### config.mk
export PLATFORM = sky130hd
export DESIGN_NAME = i2c_master_transaction_sequencer_unit_flat
export DESIGN_NICKNAME = d
export VERILOG_FILES = /design/src/hdl/i2cms_pkg.sv /design/src/hdl/i2cms_if.sv /design/src/hdl/i2cms_req_stage.sv /design/src/hdl/i2cms_seq_core.sv /design/src/hdl/i2cms_rsp_stage.sv /design/src/hdl/i2c_master_transaction_sequencer_unit.sv /design/src/flat_wrapper.sv
export SDC_FILE = /design/constraint.sdc
export NUM_CORES = 1
export LEC_CHECK = 0
export BUFFER_PORTS_ARGS = -buffer_cell sky130_fd_sc_hd__buf_2
export CORE_MARGIN = 2
export CORE_UTILIZATION = 55
export CTS_CLUSTER_SIZE = 12
export DETAILED_ROUTE_END_ITERATION = 6
export GPL_ROUTABILITY_DRIVEN = 0
export HOLD_SLACK_MARGIN = 0.06
export PLACE_DENSITY = 0.82
export SETUP_SLACK_MARGIN = 0.2
export SYNTH_ARGS = -nofsm -noshare
export SYNTH_HDL_FRONTEND = slang
export SYNTH_SLANG_ARGS = --single-unit
### constraint.sdc
create_clock -name clock -period 4.1 [get_ports clock]
set_clock_uncertainty 0.15 [all_clocks]
set_input_delay 0 -clock clock [delete_from_list [all_inputs] [get_ports clock]]
set_output_delay 0 -clock clock [all_outputs]
set_load 0.02 [all_outputs]
### src/hdl/i2cms_pkg.sv
// Shared types and codes for the I2C master transaction sequencer.
package i2cms_pkg;

   // request operations
   localparam logic OP_BEGIN = 1'b0;
   localparam logic OP_EVENT = 1'b1;

   // configuration register indexes
   localparam logic [1:0] CSR_SLAVE_ADDRESS = 2'd0;
   localparam logic [1:0] CSR_BYTE_COUNT    = 2'd1;
   localparam logic [1:0] CSR_READ_MODE     = 2'd2;

   // bus action codes on the result channel
   localparam logic [2:0] BUS_NONE  = 3'd0;
   localparam logic [2:0] BUS_START = 3'd1;
   localparam logic [2:0] BUS_LOAD  = 3'd2;
   localparam logic [2:0] BUS_ACK   = 3'd3;
   localparam logic [2:0] BUS_NACK  = 3'd4;
   localparam logic [2:0] BUS_STOP  = 3'd5;

   // error codes
   localparam logic [2:0] ERR_OK      = 3'd0;
   localparam logic [2:0] ERR_START   = 3'd1;
   localparam logic [2:0] ERR_ADDR_W  = 3'd2;
   localparam logic [2:0] ERR_ADDR_R  = 3'd3;
   localparam logic [2:0] ERR_DATA_TX = 3'd4;
   localparam logic [2:0] ERR_ACK_RX  = 3'd5;
   localparam logic [2:0] ERR_NACK_RX = 3'd6;
   localparam logic [2:0] ERR_PARAM   = 3'd7;

   // bus status codes
   localparam logic [7:0] CODE_MASK     = 8'hF8;
   localparam logic [7:0] ST_NO_INFO    = 8'hF8;
   localparam logic [7:0] ST_START      = 8'h08;
   localparam logic [7:0] ST_ADDR_W_ACK = 8'h18;
   localparam logic [7:0] ST_DATA_SENT  = 8'h28;
   localparam logic [7:0] ST_ADDR_R_ACK = 8'h40;
   localparam logic [7:0] ST_RX_ACK     = 8'h50;
   localparam logic [7:0] ST_RX_NACK    = 8'h58;

   // sequence phases
   typedef enum logic [2:0] {
      PH_START   = 3'd0,
      PH_ADDR_W  = 3'd1,
      PH_ADDR_R  = 3'd2,
      PH_DATA_TX = 3'd3,
      PH_RX_ACK  = 3'd4,
      PH_RX_NACK = 3'd5
   } phase_type;

   // last ordered sequencer action
   typedef enum logic [2:0] {
      ACT_NONE   = 3'd0,
      ACT_ADDR_W = 3'd1,
      ACT_ADDR_R = 3'd2,
      ACT_DATA   = 3'd3,
      ACT_ACK    = 3'd4,
      ACT_NACK   = 3'd5,
      ACT_STOP   = 3'd6
   } seq_act_type;

   typedef struct packed {
      logic       operation;
      logic [7:0] bus_status;
      logic [7:0] rx_byte;
      logic [7:0] tx_byte;
   } req_item_type;

   typedef struct packed {
      logic [2:0] bus_action;
      logic [7:0] data_out;
      logic       rx_valid;
      logic [7:0] rx_data;
      logic [2:0] error_code;
      logic [7:0] captured_status;
      logic       stop_issued;
   } rsp_item_type;

   typedef struct packed {
      logic       wr_en;
      logic [1:0] index;
      logic [7:0] wdata;
   } csr_write_type;

endpackage

### src/hdl/i2cms_if.sv
// Request and result channel interfaces of the I2C master sequencer.
interface i2cms_req_if;
   logic       valid;
   logic       ready;
   logic       operation;
   logic [7:0] bus_status;
   logic [7:0] rx_byte;
   logic [7:0] tx_byte;

   modport source (output valid, operation, bus_status, rx_byte, tx_byte, input ready);
   modport sink   (input valid, operation, bus_status, rx_byte, tx_byte, output ready);
endinterface

interface i2cms_rsp_if;
   logic       valid;
   logic       ready;
   logic [2:0] bus_action;
   logic [7:0] data_out;
   logic       rx_valid;
   logic [7:0] rx_data;
   logic [2:0] error_code;
   logic [7:0] captured_status;
   logic       stop_issued;

   modport source (output valid, bus_action, data_out, rx_valid, rx_data, error_code,
                   captured_status, stop_issued, input ready);
   modport sink   (input valid, bus_action, data_out, rx_valid, rx_data, error_code,
                   captured_status, stop_issued, output ready);
   modport mon    (input valid, ready, bus_action, data_out, rx_valid, rx_data, error_code,
                   captured_status, stop_issued);
endinterface

### src/hdl/i2cms_req_stage.sv
// Input register for incoming requests.
module i2cms_req_stage
   import i2cms_pkg::*;
(
   input  logic         clock,
   input  logic         reset,
   input  logic         in_valid,
   output logic         in_ready,
   input  req_item_type in_item,
   output logic         out_valid,
   input  logic         out_take,
   output req_item_type out_item
);

   logic         valid_ff, valid_in;
   req_item_type item_ff;

   // accept while empty or while the held request moves on
   assign in_ready = !valid_ff || out_take;

   always_comb begin
      if (in_valid && in_ready) begin
         valid_in = 1'b1;
      end else if (out_take) begin
         valid_in = 1'b0;
      end else begin
         valid_in = valid_ff;
      end
   end

   always_ff @(posedge clock) begin
      if (reset) begin
         valid_ff <= 1'b0;
      end else begin
         valid_ff <= valid_in;
      end
   end

   // capture request payload
   always_ff @(posedge clock) begin
      if (in_valid && in_ready) begin
         item_ff <= in_item;
      end
   end

   assign out_valid = valid_ff;
   assign out_item  = item_ff;

endmodule

### src/hdl/i2cms_seq_core.sv
// Transaction sequencer state, configuration registers and result logic.
module i2cms_seq_core
   import i2cms_pkg::*;
#(
   parameter int MAX_BYTES = 255
) (
   input  logic          clock,
   input  logic          reset,
   input  csr_write_type csr,
   input  logic          fire,
   input  req_item_type  item,
   output rsp_item_type  result
);

   localparam logic [7:0] MaxCount = 8'(MAX_BYTES);

   // configuration registers
   logic [6:0] slave_address_ff;
   logic [7:0] byte_count_ff;
   logic       read_mode_ff;

   always_ff @(posedge clock) begin
      if (reset) begin
         slave_address_ff <= 7'd0;
         byte_count_ff    <= 8'd1;
         read_mode_ff     <= 1'b0;
      end else if (csr.wr_en) begin
         case (csr.index)
            CSR_SLAVE_ADDRESS: slave_address_ff <= csr.wdata[6:0];
            CSR_BYTE_COUNT:    byte_count_ff    <= csr.wdata;
            CSR_READ_MODE:     read_mode_ff     <= csr.wdata[0];
            default: ;
         endcase
      end
   end

   // sequence state
   phase_type   phase_ff, phase_in;
   logic [8:0]  index_ff, index_in;
   logic [2:0]  error_ff, error_in;
   logic [7:0]  status_ff, status_in;
   logic        stopped_ff, stopped_in;
   seq_act_type last_act_ff, last_act_in;

   always_ff @(posedge clock) begin
      if (reset) begin
         phase_ff    <= PH_START;
         index_ff    <= 9'd1;
         error_ff    <= ERR_OK;
         status_ff   <= ST_NO_INFO;
         stopped_ff  <= 1'b0;
         last_act_ff <= ACT_NONE;
      end else begin
         phase_ff    <= phase_in;
         index_ff    <= index_in;
         error_ff    <= error_in;
         status_ff   <= status_in;
         stopped_ff  <= stopped_in;
         last_act_ff <= last_act_in;
      end
   end

   logic [7:0]  code;
   logic [7:0]  expect_code;
   logic [2:0]  phase_err;
   logic        known;
   logic        match;
   logic        bad_count;
   logic [9:0]  n10, i10;
   logic        br_taken, br_step;
   seq_act_type br_act;
   phase_type   br_phase;
   seq_act_type act_sel;

   // check the status against the phase and pick the branch
   always_comb begin
      code      = item.bus_status & CODE_MASK;
      bad_count = (byte_count_ff == 8'd0) || (byte_count_ff > MaxCount);
      n10       = 10'(byte_count_ff);
      i10       = 10'(index_ff);

      known       = 1'b1;
      expect_code = 8'd0;
      phase_err   = ERR_PARAM;
      case (phase_ff)
         PH_START:   begin expect_code = ST_START;      phase_err = ERR_START;   end
         PH_ADDR_W:  begin expect_code = ST_ADDR_W_ACK; phase_err = ERR_ADDR_W;  end
         PH_ADDR_R:  begin expect_code = ST_ADDR_R_ACK; phase_err = ERR_ADDR_R;  end
         PH_DATA_TX: begin expect_code = ST_DATA_SENT;  phase_err = ERR_DATA_TX; end
         PH_RX_ACK:  begin expect_code = ST_RX_ACK;     phase_err = ERR_ACK_RX;  end
         PH_RX_NACK: begin expect_code = ST_RX_NACK;    phase_err = ERR_NACK_RX; end
         default:    known = 1'b0;
      endcase
      match = known && (code == expect_code);

      br_taken = 1'b0;
      br_step  = 1'b0;
      br_act   = ACT_NONE;
      br_phase = phase_ff;
      case (phase_ff)
         PH_START: begin
            if (i10 == 10'd1) begin
               br_taken = 1'b1;
               br_step  = 1'b1;
               br_act   = read_mode_ff ? ACT_ADDR_R : ACT_ADDR_W;
               br_phase = read_mode_ff ? PH_ADDR_R : PH_ADDR_W;
            end
         end
         PH_ADDR_W: begin
            if (!read_mode_ff && i10 == 10'd2) begin
               br_taken = 1'b1;
               br_step  = 1'b1;
               br_act   = ACT_DATA;
               br_phase = PH_DATA_TX;
            end
         end
         PH_ADDR_R: begin
            if (read_mode_ff && i10 == 10'd2) begin
               br_taken = 1'b1;
               br_step  = 1'b1;
               br_act   = (n10 == 10'd1) ? ACT_NACK : ACT_ACK;
               br_phase = (n10 == 10'd1) ? PH_RX_NACK : PH_RX_ACK;
            end
         end
         PH_DATA_TX: begin
            if (!read_mode_ff) begin
               if (i10 >= 10'd3 && i10 <= n10 + 10'd1) begin
                  br_taken = 1'b1;
                  br_step  = 1'b1;
                  br_act   = ACT_DATA;
                  br_phase = PH_DATA_TX;
               end else if (i10 == n10 + 10'd2) begin
                  br_taken = 1'b1;
                  br_act   = ACT_STOP;
               end
            end
         end
         PH_RX_ACK: begin
            if (read_mode_ff) begin
               if (i10 >= 10'd3 && i10 <= n10) begin
                  br_taken = 1'b1;
                  br_step  = 1'b1;
                  br_act   = ACT_ACK;
                  br_phase = PH_RX_ACK;
               end else if (i10 == n10 + 10'd1) begin
                  br_taken = 1'b1;
                  br_step  = 1'b1;
                  br_act   = ACT_NACK;
                  br_phase = PH_RX_NACK;
               end
            end
         end
         PH_RX_NACK: begin
            if (read_mode_ff && i10 == n10 + 10'd2) begin
               br_taken = 1'b1;
               br_act   = ACT_STOP;
            end
         end
         default: ;
      endcase

      // with no branch the last action repeats
      act_sel = br_taken ? br_act : last_act_ff;
   end

   // next state
   always_comb begin
      phase_in    = phase_ff;
      index_in    = index_ff;
      error_in    = error_ff;
      status_in   = status_ff;
      stopped_in  = stopped_ff;
      last_act_in = last_act_ff;
      if (fire) begin
         if (item.operation == OP_BEGIN) begin
            phase_in    = PH_START;
            index_in    = 9'd1;
            error_in    = bad_count ? ERR_PARAM : ERR_OK;
            status_in   = ST_NO_INFO;
            stopped_in  = 1'b0;
            last_act_in = ACT_NONE;
         end else if (!match) begin
            status_in  = code;
            error_in   = phase_err;
            stopped_in = 1'b1;
         end else begin
            if (br_taken) begin
               last_act_in = br_act;
            end
            if (br_step) begin
               phase_in = br_phase;
               index_in = index_ff + 9'd1;
            end
            if (error_ff == ERR_OK && act_sel == ACT_STOP) begin
               stopped_in = 1'b1;
            end
         end
      end
   end

   // result fields
   always_comb begin
      result                 = '0;
      result.error_code      = error_in;
      result.captured_status = status_in;
      result.stop_issued     = stopped_in;
      if (item.operation == OP_BEGIN) begin
         result.bus_action = bad_count ? BUS_NONE : BUS_START;
      end else if (!match) begin
         result.bus_action = BUS_STOP;
      end else begin
         if (phase_ff == PH_RX_ACK || phase_ff == PH_RX_NACK) begin
            result.rx_valid = 1'b1;
            result.rx_data  = item.rx_byte;
         end
         if (error_ff == ERR_OK) begin
            case (act_sel)
               ACT_ADDR_W: begin
                  result.bus_action = BUS_LOAD;
                  result.data_out   = {slave_address_ff, 1'b0};
               end
               ACT_ADDR_R: begin
                  result.bus_action = BUS_LOAD;
                  result.data_out   = {slave_address_ff, 1'b1};
               end
               ACT_DATA: begin
                  result.bus_action = BUS_LOAD;
                  result.data_out   = item.tx_byte;
               end
               ACT_ACK:  result.bus_action = BUS_ACK;
               ACT_NACK: result.bus_action = BUS_NACK;
               ACT_STOP: result.bus_action = BUS_STOP;
               default:  result.bus_action = BUS_NONE;
            endcase
         end
      end
   end

endmodule

### src/hdl/i2cms_rsp_stage.sv
// Result register towards the result channel.
module i2cms_rsp_stage
   import i2cms_pkg::*;
(
   input  logic         clock,
   input  logic         reset,
   input  logic         in_valid,
   output logic         in_ready,
   input  rsp_item_type in_item,
   output logic         out_valid,
   input  logic         out_ready,
   output rsp_item_type out_item
);

   logic         valid_ff, valid_in;
   rsp_item_type item_ff;

   // load while empty or while the held result is taken
   assign in_ready = !valid_ff || out_ready;

   always_comb begin
      if (in_valid && in_ready) begin
         valid_in = 1'b1;
      end else if (out_ready) begin
         valid_in = 1'b0;
      end else begin
         valid_in = valid_ff;
      end
   end

   always_ff @(posedge clock) begin
      if (reset) begin
         valid_ff <= 1'b0;
      end else begin
         valid_ff <= valid_in;
      end
   end

   // hold result payload until taken
   always_ff @(posedge clock) begin
      if (in_valid && in_ready) begin
         item_ff <= in_item;
      end
   end

   assign out_valid = valid_ff;
   assign out_item  = item_ff;

endmodule

### src/hdl/i2c_master_transaction_sequencer_unit.sv
// Top level of the I2C master transaction sequencer.
//
//   channel   direction  handshake      contents
//   req_chan  in         valid/ready    operation, bus_status, rx_byte, tx_byte
//   rsp_chan  out        valid/ready    bus_action, data_out, rx_valid, rx_data,
//                                       error_code, captured_status, stop_issued
//   csr_*     in         write enable   slave_address, byte_count, read_mode
//
// One request per cycle sustained while the result channel is not stalled; a result passes
// through the request register followed by the result register.
// The sequencer state advances when a request moves into the result register.
// Synchronous reset clears slave address and read mode, sets byte count to one, resets the
// sequence state and clears both valid flags. A stalled result channel holds its result;
// requests are still taken until both registers are full.
module i2c_master_transaction_sequencer_unit
   import i2cms_pkg::*;
#(
   parameter int MAX_BYTES = 255
) (
   input  logic        clock,
   input  logic        reset,
   i2cms_req_if.sink   req_chan,
   i2cms_rsp_if.source rsp_chan,
   input  logic        csr_wr_en,
   input  logic [1:0]  csr_index,
   input  logic [7:0]  csr_wdata
);

   req_item_type  req_item, held_item;
   rsp_item_type  core_result, rsp_item;
   csr_write_type csr;
   logic          held_valid;
   logic          fire;
   logic          rsp_load_ready;

   // gather channel and register fields
   assign req_item.operation  = req_chan.operation;
   assign req_item.bus_status = req_chan.bus_status;
   assign req_item.rx_byte    = req_chan.rx_byte;
   assign req_item.tx_byte    = req_chan.tx_byte;

   assign csr.wr_en = csr_wr_en;
   assign csr.index = csr_index;
   assign csr.wdata = csr_wdata;

   assign fire = held_valid && rsp_load_ready;

   i2cms_req_stage u_req_stage (
      .clock     (clock),
      .reset     (reset),
      .in_valid  (req_chan.valid),
      .in_ready  (req_chan.ready),
      .in_item   (req_item),
      .out_valid (held_valid),
      .out_take  (fire),
      .out_item  (held_item)
   );

   i2cms_seq_core #(
      .MAX_BYTES (MAX_BYTES)
   ) u_seq_core (
      .clock  (clock),
      .reset  (reset),
      .csr    (csr),
      .fire   (fire),
      .item   (held_item),
      .result (core_result)
   );

   i2cms_rsp_stage u_rsp_stage (
      .clock     (clock),
      .reset     (reset),
      .in_valid  (held_valid),
      .in_ready  (rsp_load_ready),
      .in_item   (core_result),
      .out_valid (rsp_chan.valid),
      .out_ready (rsp_chan.ready),
      .out_item  (rsp_item)
   );

   // drive result channel fields
   assign rsp_chan.bus_action      = rsp_item.bus_action;
   assign rsp_chan.data_out        = rsp_item.data_out;
   assign rsp_chan.rx_valid        = rsp_item.rx_valid;
   assign rsp_chan.rx_data         = rsp_item.rx_data;
   assign rsp_chan.error_code      = rsp_item.error_code;
   assign rsp_chan.captured_status = rsp_item.captured_status;
   assign rsp_chan.stop_issued     = rsp_item.stop_issued;

endmodule

### src/flat_wrapper.sv
// flat-port wrapper written by rule: the top's interface ports become plain ports
module i2c_master_transaction_sequencer_unit_flat import i2cms_pkg::*;
#(
   parameter int MAX_BYTES = 255
)
  (clock, reset, csr_wr_en, csr_index, csr_wdata, req_chan_valid, req_chan_operation, req_chan_bus_status, req_chan_rx_byte, req_chan_tx_byte, req_chan_ready, rsp_chan_valid, rsp_chan_bus_action, rsp_chan_data_out, rsp_chan_rx_valid, rsp_chan_rx_data, rsp_chan_error_code, rsp_chan_captured_status, rsp_chan_stop_issued, rsp_chan_ready);
  i2cms_req_if req_chan_i ();
  i2cms_rsp_if rsp_chan_i ();
  input  logic clock;
  input  logic reset;
  input  logic csr_wr_en;
  input  logic [1:0] csr_index;
  input  logic [7:0] csr_wdata;
  input wire logic [$bits(req_chan_i.valid)-1:0] req_chan_valid;
  input wire logic [$bits(req_chan_i.operation)-1:0] req_chan_operation;
  input wire logic [$bits(req_chan_i.bus_status)-1:0] req_chan_bus_status;
  input wire logic [$bits(req_chan_i.rx_byte)-1:0] req_chan_rx_byte;
  input wire logic [$bits(req_chan_i.tx_byte)-1:0] req_chan_tx_byte;
  output wire logic [$bits(req_chan_i.ready)-1:0] req_chan_ready;
  output wire logic [$bits(rsp_chan_i.valid)-1:0] rsp_chan_valid;
  output wire logic [$bits(rsp_chan_i.bus_action)-1:0] rsp_chan_bus_action;
  output wire logic [$bits(rsp_chan_i.data_out)-1:0] rsp_chan_data_out;
  output wire logic [$bits(rsp_chan_i.rx_valid)-1:0] rsp_chan_rx_valid;
  output wire logic [$bits(rsp_chan_i.rx_data)-1:0] rsp_chan_rx_data;
  output wire logic [$bits(rsp_chan_i.error_code)-1:0] rsp_chan_error_code;
  output wire logic [$bits(rsp_chan_i.captured_status)-1:0] rsp_chan_captured_status;
  output wire logic [$bits(rsp_chan_i.stop_issued)-1:0] rsp_chan_stop_issued;
  input wire logic [$bits(rsp_chan_i.ready)-1:0] rsp_chan_ready;
  assign req_chan_i.valid = req_chan_valid;
  assign req_chan_i.operation = req_chan_operation;
  assign req_chan_i.bus_status = req_chan_bus_status;
  assign req_chan_i.rx_byte = req_chan_rx_byte;
  assign req_chan_i.tx_byte = req_chan_tx_byte;
  assign req_chan_ready = req_chan_i.ready;
  assign rsp_chan_valid = rsp_chan_i.valid;
  assign rsp_chan_bus_action = rsp_chan_i.bus_action;
  assign rsp_chan_data_out = rsp_chan_i.data_out;
  assign rsp_chan_rx_valid = rsp_chan_i.rx_valid;
  assign rsp_chan_rx_data = rsp_chan_i.rx_data;
  assign rsp_chan_error_code = rsp_chan_i.error_code;
  assign rsp_chan_captured_status = rsp_chan_i.captured_status;
  assign rsp_chan_stop_issued = rsp_chan_i.stop_issued;
  assign rsp_chan_i.ready = rsp_chan_ready;
  i2c_master_transaction_sequencer_unit #(.MAX_BYTES(MAX_BYTES)) u_core (.clock(clock), .reset(reset), .req_chan(req_chan_i), .rsp_chan(rsp_chan_i), .csr_wr_en(csr_wr_en), .csr_index(csr_index), .csr_wdata(csr_wdata));
endmodule
After elaboration in Yosys (flattened, before gate mapping)
Index checks and enable logic that the tools add are counted.
{"block": "word_totals", "output_inout_bits": 34, "latchBits": 0, "memories": 0, "input_bits": 40, "romBits": 0, "ramBits": 0, "register_bits": 102}
{"block": "op_classes", "div_mod_pow": 0, "magnitude_cmp": 4, "addsub": 3, "n_shift": 0, "muxes": 70, "n_eq_ne": 29, "bitwise": 0, "n_mul": 0, "reduce_logical": 33}
{"op": "3-bit 2-to-1 mux", "n": 28}
{"op": "7-bit case mux with 6 select lines", "n": 1}
{"op": "9-bit 2-to-1 mux", "n": 4}
{"op": "3-bit case mux with 6 select lines", "n": 2}
{"op": "8-bit 2-to-1 mux", "n": 3}
{"op": "8-bit case mux with 3 select lines", "n": 1}
{"op": "1-bit 2-to-1 mux", "n": 23}
{"op": "9-bit equality test", "n": 2}
{"op": "3-bit != test (second input constant)", "n": 6}
{"op": "3-bit equality test (second input constant)", "n": 5}
{"op": "3-bit case mux with 5 select lines", "n": 1}
{"op": "3-bit by 2-bit equality test with 1-bit output (second input constant)", "n": 4}
{"op": "3-bit case mux with 4 select lines", "n": 1}
{"op": "11-bit 2-to-1 mux", "n": 1}
{"op": "11-bit AND reduction", "n": 1}
{"op": "9-bit by 10-bit less-or-equal comparator with 1-bit output", "n": 1}
{"op": "2-bit AND reduction", "n": 5}
{"op": "8-bit by 1-bit adder with 9-bit output (second input constant)", "n": 1}
{"op": "8-bit by 2-bit adder with 9-bit output (second input constant)", "n": 1}
{"op": "9-bit by 1-bit adder with 9-bit output (second input constant)", "n": 1}
{"op": "9-bit by 1-bit equality test with 1-bit output (second input constant)", "n": 1}
{"op": "9-bit by 2-bit equality test with 1-bit output (second input constant)", "n": 1}
{"op": "9-bit by 2-bit greater-or-equal comparator with 1-bit output (second input constant)", "n": 1}
{"op": "9-bit by 8-bit less-or-equal comparator with 1-bit output", "n": 1}
{"op": "22 further kinds", "n": 43}

Depth between registers and ports, before layout
{"block": "logic_depth", "ltp_word": 13, "ltp_mapped": 15, "ltp_nobuf": 14}

By module
Synthesis repeated with hierarchy kept, for this count alone.
{"block": "unflattened", "cells_unflattened": 536, "hier_area_um2": 5333.9}
{"mod": "i2cms_seq_core", "seq_area_each_um2": 860.8, "n_inst": 1, "cells_per_inst": 468, "area_each_um2": 3505.9}
{"mod": "i2cms_rsp_stage", "seq_area_each_um2": 980.9, "n_inst": 1, "cells_per_inst": 37, "area_each_um2": 1016.0}
{"mod": "i2cms_req_stage", "seq_area_each_um2": 770.7, "n_inst": 1, "cells_per_inst": 30, "area_each_um2": 805.8}
{"mod": "i2c_master_transaction_sequencer_unit", "seq_area_each_um2": 0.0, "n_inst": 1, "cells_per_inst": 1, "area_each_um2": 6.3}

Worst setup path after synthesis
OpenSTA, ideal clock, no wires.
{"block": "synth_path", "path_type": "reg-to-reg", "startpoint": "register u_core.u_seq_core.byte_count_ff[1]", "endpoint": "register u_core.u_rsp_stage.item_ff (netlist bit u_core.u_rsp_stage.out_item[31]), data pin", "path_stages_with_launch": 15, "period_less_slack_ns": 3.536, "t_arrival_ns": 3.126, "setup_ns": 0.260, "setup_slack_ns": 0.564, "required_time_ns": 3.690, "n_path_buf": 0, "path_cell_list": "dfxtp_1 ha_1 nand3_1 nor3_1 nand2_1 xnor2_1 ha_1 nand3_1 nor4_1 a311oi_2 and3_1 a2111o_1 xor2_2 a21oi_1 nor2_1"}
{"block": "synth_between", "elab_chain_cells": 13, "elab_cells_between_ends": 40, "classes_between": "add/sub (2); order compare (2); eq/ne (9); mux (23); reduce/logical (4)"}
{"item": "from (decl)", "line": "i2cms_seq_core.sv:19", "rtl": "logic [7:0] byte_count_ff;"}
{"item": "from (signal assigned)", "line": "i2cms_seq_core.sv:30", "rtl": "CSR_BYTE_COUNT: byte_count_ff <= csr.wdata;"}
{"item": "8-bit by 1-bit adder with 9-bit output or 8-bit by 2-bit adder with 9-bit output (tied branches)"}
{"item": "9-bit by 10-bit less-or-equal comparator with 1-bit output, or another cell as far along", "line": "i2cms_seq_core.sv:127", "rtl": "if (i10 >= 10'd3 && i10 <= n10 + 10'd1) begin"}
{"item": "1-bit logical AND, or another cell as far along", "line": "i2cms_seq_core.sv:127"}
{"item": "3-bit 2-to-1 mux, or another cell as far along", "line": "i2cms_seq_core.sv:127"}
{"item": "3-bit 2-to-1 mux, or another cell as far along", "line": "i2cms_seq_core.sv:126", "rtl": "if (!read_mode_ff) begin"}
{"item": "3-bit case mux with 6 select lines or 1-bit case mux with 6 select lines (tied branches)", "line": "i2cms_seq_core.sv:100", "rtl": "case (phase_ff)"}
{"item": "3-bit 2-to-1 mux (*)"}
{"item": "3-bit by 2-bit equality test with 1-bit output or 3-bit by 1-bit equality test with 1-bit output (tied branches)", "line": "i2cms_seq_core.sv:217", "rtl": "case (act_sel)"}
{"item": "3-bit OR reduction (no line)"}
{"item": "3-bit case mux with 4 select lines (*)", "line": "i2cms_seq_core.sv:217"}
{"item": "11-bit 2-to-1 mux (*)", "line": "i2cms_seq_core.sv:216", "rtl": "if (error_ff == ERR_OK) begin"}
{"item": "3-bit 2-to-1 mux (*)", "line": "i2cms_seq_core.sv:209", "rtl": "end else if (!match) begin"}
{"item": "3-bit 2-to-1 mux (*)", "line": "i2cms_seq_core.sv:207", "rtl": "if (item.operation == OP_BEGIN) begin"}
{"item": "to (signal assigned)", "line": "i2cms_rsp_stage.sv:42", "rtl": "item_ff <= in_item;"}
{"item": "to (decl)", "line": "i2cms_rsp_stage.sv:16", "rtl": "rsp_item_type item_ff;"}
Mark *: on every way between the ends. The rest lies on a longest branch, timed or not.
A chain may end at the register's enable or synchronous reset.

Worst setup path in the final report
Ends and elaborated chain as after synthesis.

==> results.md <==
* Syn nets at around 560
* Post-Synth Simple-Gate Area at about a fifth
* Routed wire length per instance at 17.8 um
* Post-Syn Instances at 492
* Flops & latches, synth at between 90 and 100
* Die Height at about 100 um
* Synthesized cell area at a little over 5000 um^2
* Static leakage at about 2.5 nW
* Fmax at 268 MHz
* Crit path cell chain: ha_2 > nand3_1 > nor3_2 > nand2_1 > xnor2_1 > ha_1 > nand3_2 > nor4_4 > a311oi_2 > and3_1 > a2111o_1 > xor2_4 > a21oi_1 > nor2_1
* DP HPWL at 8.04 mm
* CP max stage cell: a2111o_1
* Port Buf Inserts at 70
* CP startpoint kind: register
* Most common cell after layout, fill and taps aside: buf_2
* Inst Count DP at ~650
* Setup crit start: u_core.u_seq_core.byte_count_ff[1]
* Pwr Density at about 300 nW/um^2
* Residual DRC at 0
* Compound-gate portion of the synthesized area at a little over an eighth
* Worst path arrival time at around 3700 ps
* First-pass GRT wire length at between 20 and 25 mm
* WL final at between 10 and 15 mm
* Req. time, crit path at a little over 4000 ps
* Final-stage net count at approximately 670
* Final period utilization at 91.0%
* Mux contribution to synthesized area at ~3.1%
* Adder-cell area share of the yosys netlist at 5.85%
* Worst slew pin tran at around 1100 ps
* Final min period at around 3700 ps
* Total Neg Setup Slack at 0 ps
* Clock power share at roughly a third
* Core area at 9150 um^2
* Die area at approximately 10,000 um^2
* Switching Share at about 27%
* R2r startpoint: u_core.u_seq_core.byte_count_ff[1]
* Psw at 0.518 mW
* Synth Flop Type: edfxtp_1
* Share of layout cells above drive strength 1 at roughly a fifth
* H-tree Lvls at 3
* Violation count after the first detailed-route iteration at around 340
* Crit. End Element: register
* Deepest clock path buffer count at 2
* CP max stage delay at 510 ps
* VDD IR max at 232 uV
* Setup-failing EPs final at 0
* Seq/Total Area, Yosys at 49.1%
* Status: complete, no violations
* Max-cap violations at 0
* DR vias at approximately 4,300
* Hold_sp: req_chan_bus_status[5]
* Clock Latency Late Sink at 370 ps
* CTS tree: built
* Largest family of logic cells by synthesized area: simple AND/OR/NAND/NOR gates
* CTS clk-pin slew, worst paths at ~110 ps
* Synth-to-layout area growth at 22.0%
* Min-Delay Path Class: input port to register
* Largest net degree at the start of global routing at 44
* Most frequent cells in the layout: buf_2, edfxtp_1, dlygate4sd3_1, dfxtp_1, nor2_1
* Post-synthesis xor/xnor area fraction at between 3 and 4%
* ANT cells at 0
* Via density at around 6
* Vias in the first global route at 4,189
* Worst Path Max Fanout at 8
* Tot GR Track Use at between 20% and 30%
* TritonRoute pass-1 iters at 5
* Final Hold Vio Count at 0
* Detail Route Antenna Nets at 0
* Global route total overflow at 0
* Initial antenna violation count at 0
* Ys async rst share at 0%
* Max Transition Viols Final at 0
* Non-Filler Instances at a little over 700
* Die extent in x at between 100 and 150 um
* Root buf cell: clkbuf_8
* Number of synthesized flops with an enable pin at 54
* Initial Util at around 56%
* Slew headroom at 29.3%
* Clock sink count at 99
* Number of warnings issued by yosys at 0
* WS Path Type: register to register
* Sequential share of power at 57.2%
* I/O Pins at 74
* Internal Pwr Total at ~1.4 mW
* RSZ-0062 raised after global routing: false
* Number of core rows at 35
* Post-synth cell types at 71
* TritonCTS buffer count at 9
* Logic pwr share at between 10 and 15%
* Syn_area_per_cell at between 10 and 15 um^2
## registers in the layout (all words and copies together), names as in the netlist, 3 cells and up
| name | count |
|---|---|
| u_core.u_rsp_stage.out_item | 32 |
| u_core.u_seq_core.phase_ff | 3 |
| u_core.u_seq_core.last_act_ff | 3 |
| u_core.u_seq_core.index_ff | 9 |
| u_core.u_seq_core.error_ff | 3 |
| u_core.u_seq_core.slave_address_ff | 7 |
| u_core.u_seq_core.status_ff | 8 |
| u_core.u_req_stage.out_item | 22 |
| u_core.u_seq_core.byte_count_ff | 8 |
## critical path, delay by kind of cell, from the launching register on
family	cells	cell delay, ps
and+or+nand+nor	7	1170
AOI/OAI and AO/OA	3	790
adders and majority gates	2	540
xor gates and xnor gates	2	430
DFF	1	390
## synthesized netlist by cell type (8+ instances only)
cell type | count | share of area, %
mux2i_1 | 16 | 3.1
xnor2_1 | 12 | 2.0
inv_1 | 21 | 1.5
nand2_1 | 33 | 2.4
clkbuf_1 | 12 | 0.88
dfxtp_1 | 45 | 18
buf_2 | 10 | 0.97
nor2_1 | 36 | 2.6
nor3_1 | 15 | 1.5
a21oi_1 | 18 | 1.8
o21ai_0 | 15 | 1.5
nand3_1 | 23 | 2.2
edfxtp_1 | 54 | 32
ha_1 | 24 | 5.8
nor2b_1 | 12 | 1.5
a21boi_0 | 8 | 1.2
and2_1 | 9 | 1.1
## layout make-up
| type | count | area [um^2] |
|---|---|---|
| Fill cell | 639 | 2890 |
| Multi-Input combinational cell | 345 | 2460 |
| Clock inverter | 7 | 68.8 |
| Inverter | 21 | 78.8 |
| Sequential cell | 99 | 2520 |
| Timing Repair Buffer | 125 | 873 |
| Clock buffer | 9 | 124 |
| Tap cell | 111 | 139 |
## per-stage QoR
stage	setup WS, ps	total power, mW	util (%)	hold slack, ps	cell area [um^2]
4_1_cts	196	1.92	67.8	171	6210
3_3_place_gp	247	1.29	60.6	26.0	5550
2_1_floorplan	564	1.23	-	-51.1	5140
3_5_place_dp	37.0	1.29	60.6	28.1	5550
6_report	370	1.93	68.5	183	6270
5_1_grt	170	1.99	68.5	170	6270
## logic make-up (layout without fill, tap and decap cells)
kind of cell | Yosys count | in the layout
AND/OR/NAND/NOR | 188 | 188
flip-flops | 99 | 99
AO/OA/AOI/OAI | 97 | 97
buffers and inverters | 48 | 162
adder cells (fa/ha/maj) | 24 | 24
XOR/XNOR | 20 | 20
multiplexers | 16 | 16
## path summary, 6_finish.rpt
| check | endpoint | slack (ps) | depth (start not counted) |
|---|---|---|---|
| min reg2reg | u_core.u_seq_core.last_act_ff[2] | 320 | 2 |
| max reg2reg | u_core.u_rsp_stage.out_item[31] | 370 | 14 |
| min | u_core.u_req_stage.out_item[21] | 180 | 2 |
| max | u_core.u_rsp_stage.out_item[31] | 370 | 14 |
## metal layers
metal	up-vias	GRT usage, %	wire length (um)
met5	-	0	0
met4	0	12.4	342
met3	33	4.44	814
met2	197	43.1	6360
met1	2036	30.9	5220
li1	2028	-	-
## power groups by stage
stage	clock network (mW)	logic (mW)	registers, mW
finish	0.614	0.212	1.10
detailed placement	0	0.168	1.12
global placement	0	0.162	1.12
floorplan	0	0.0983	1.13
CTS	0.614	0.202	1.10
global route	0.656	0.229	1.11
## what timing repair did
| action | 4_1_cts | 5_1_grt |
|---|---|---|
| resized for setup | 3 | 8 |
| hold buffers | 44 | 0 |
| setup endpoints to repair | 11 | 17 |
| pin swaps | 0 | 7 |
| buffers inserted | 0 | 3 |
| endpoints found under the hold margin | 45 | 0 |
Note: power is estimated with default switching activity, not from simulation.
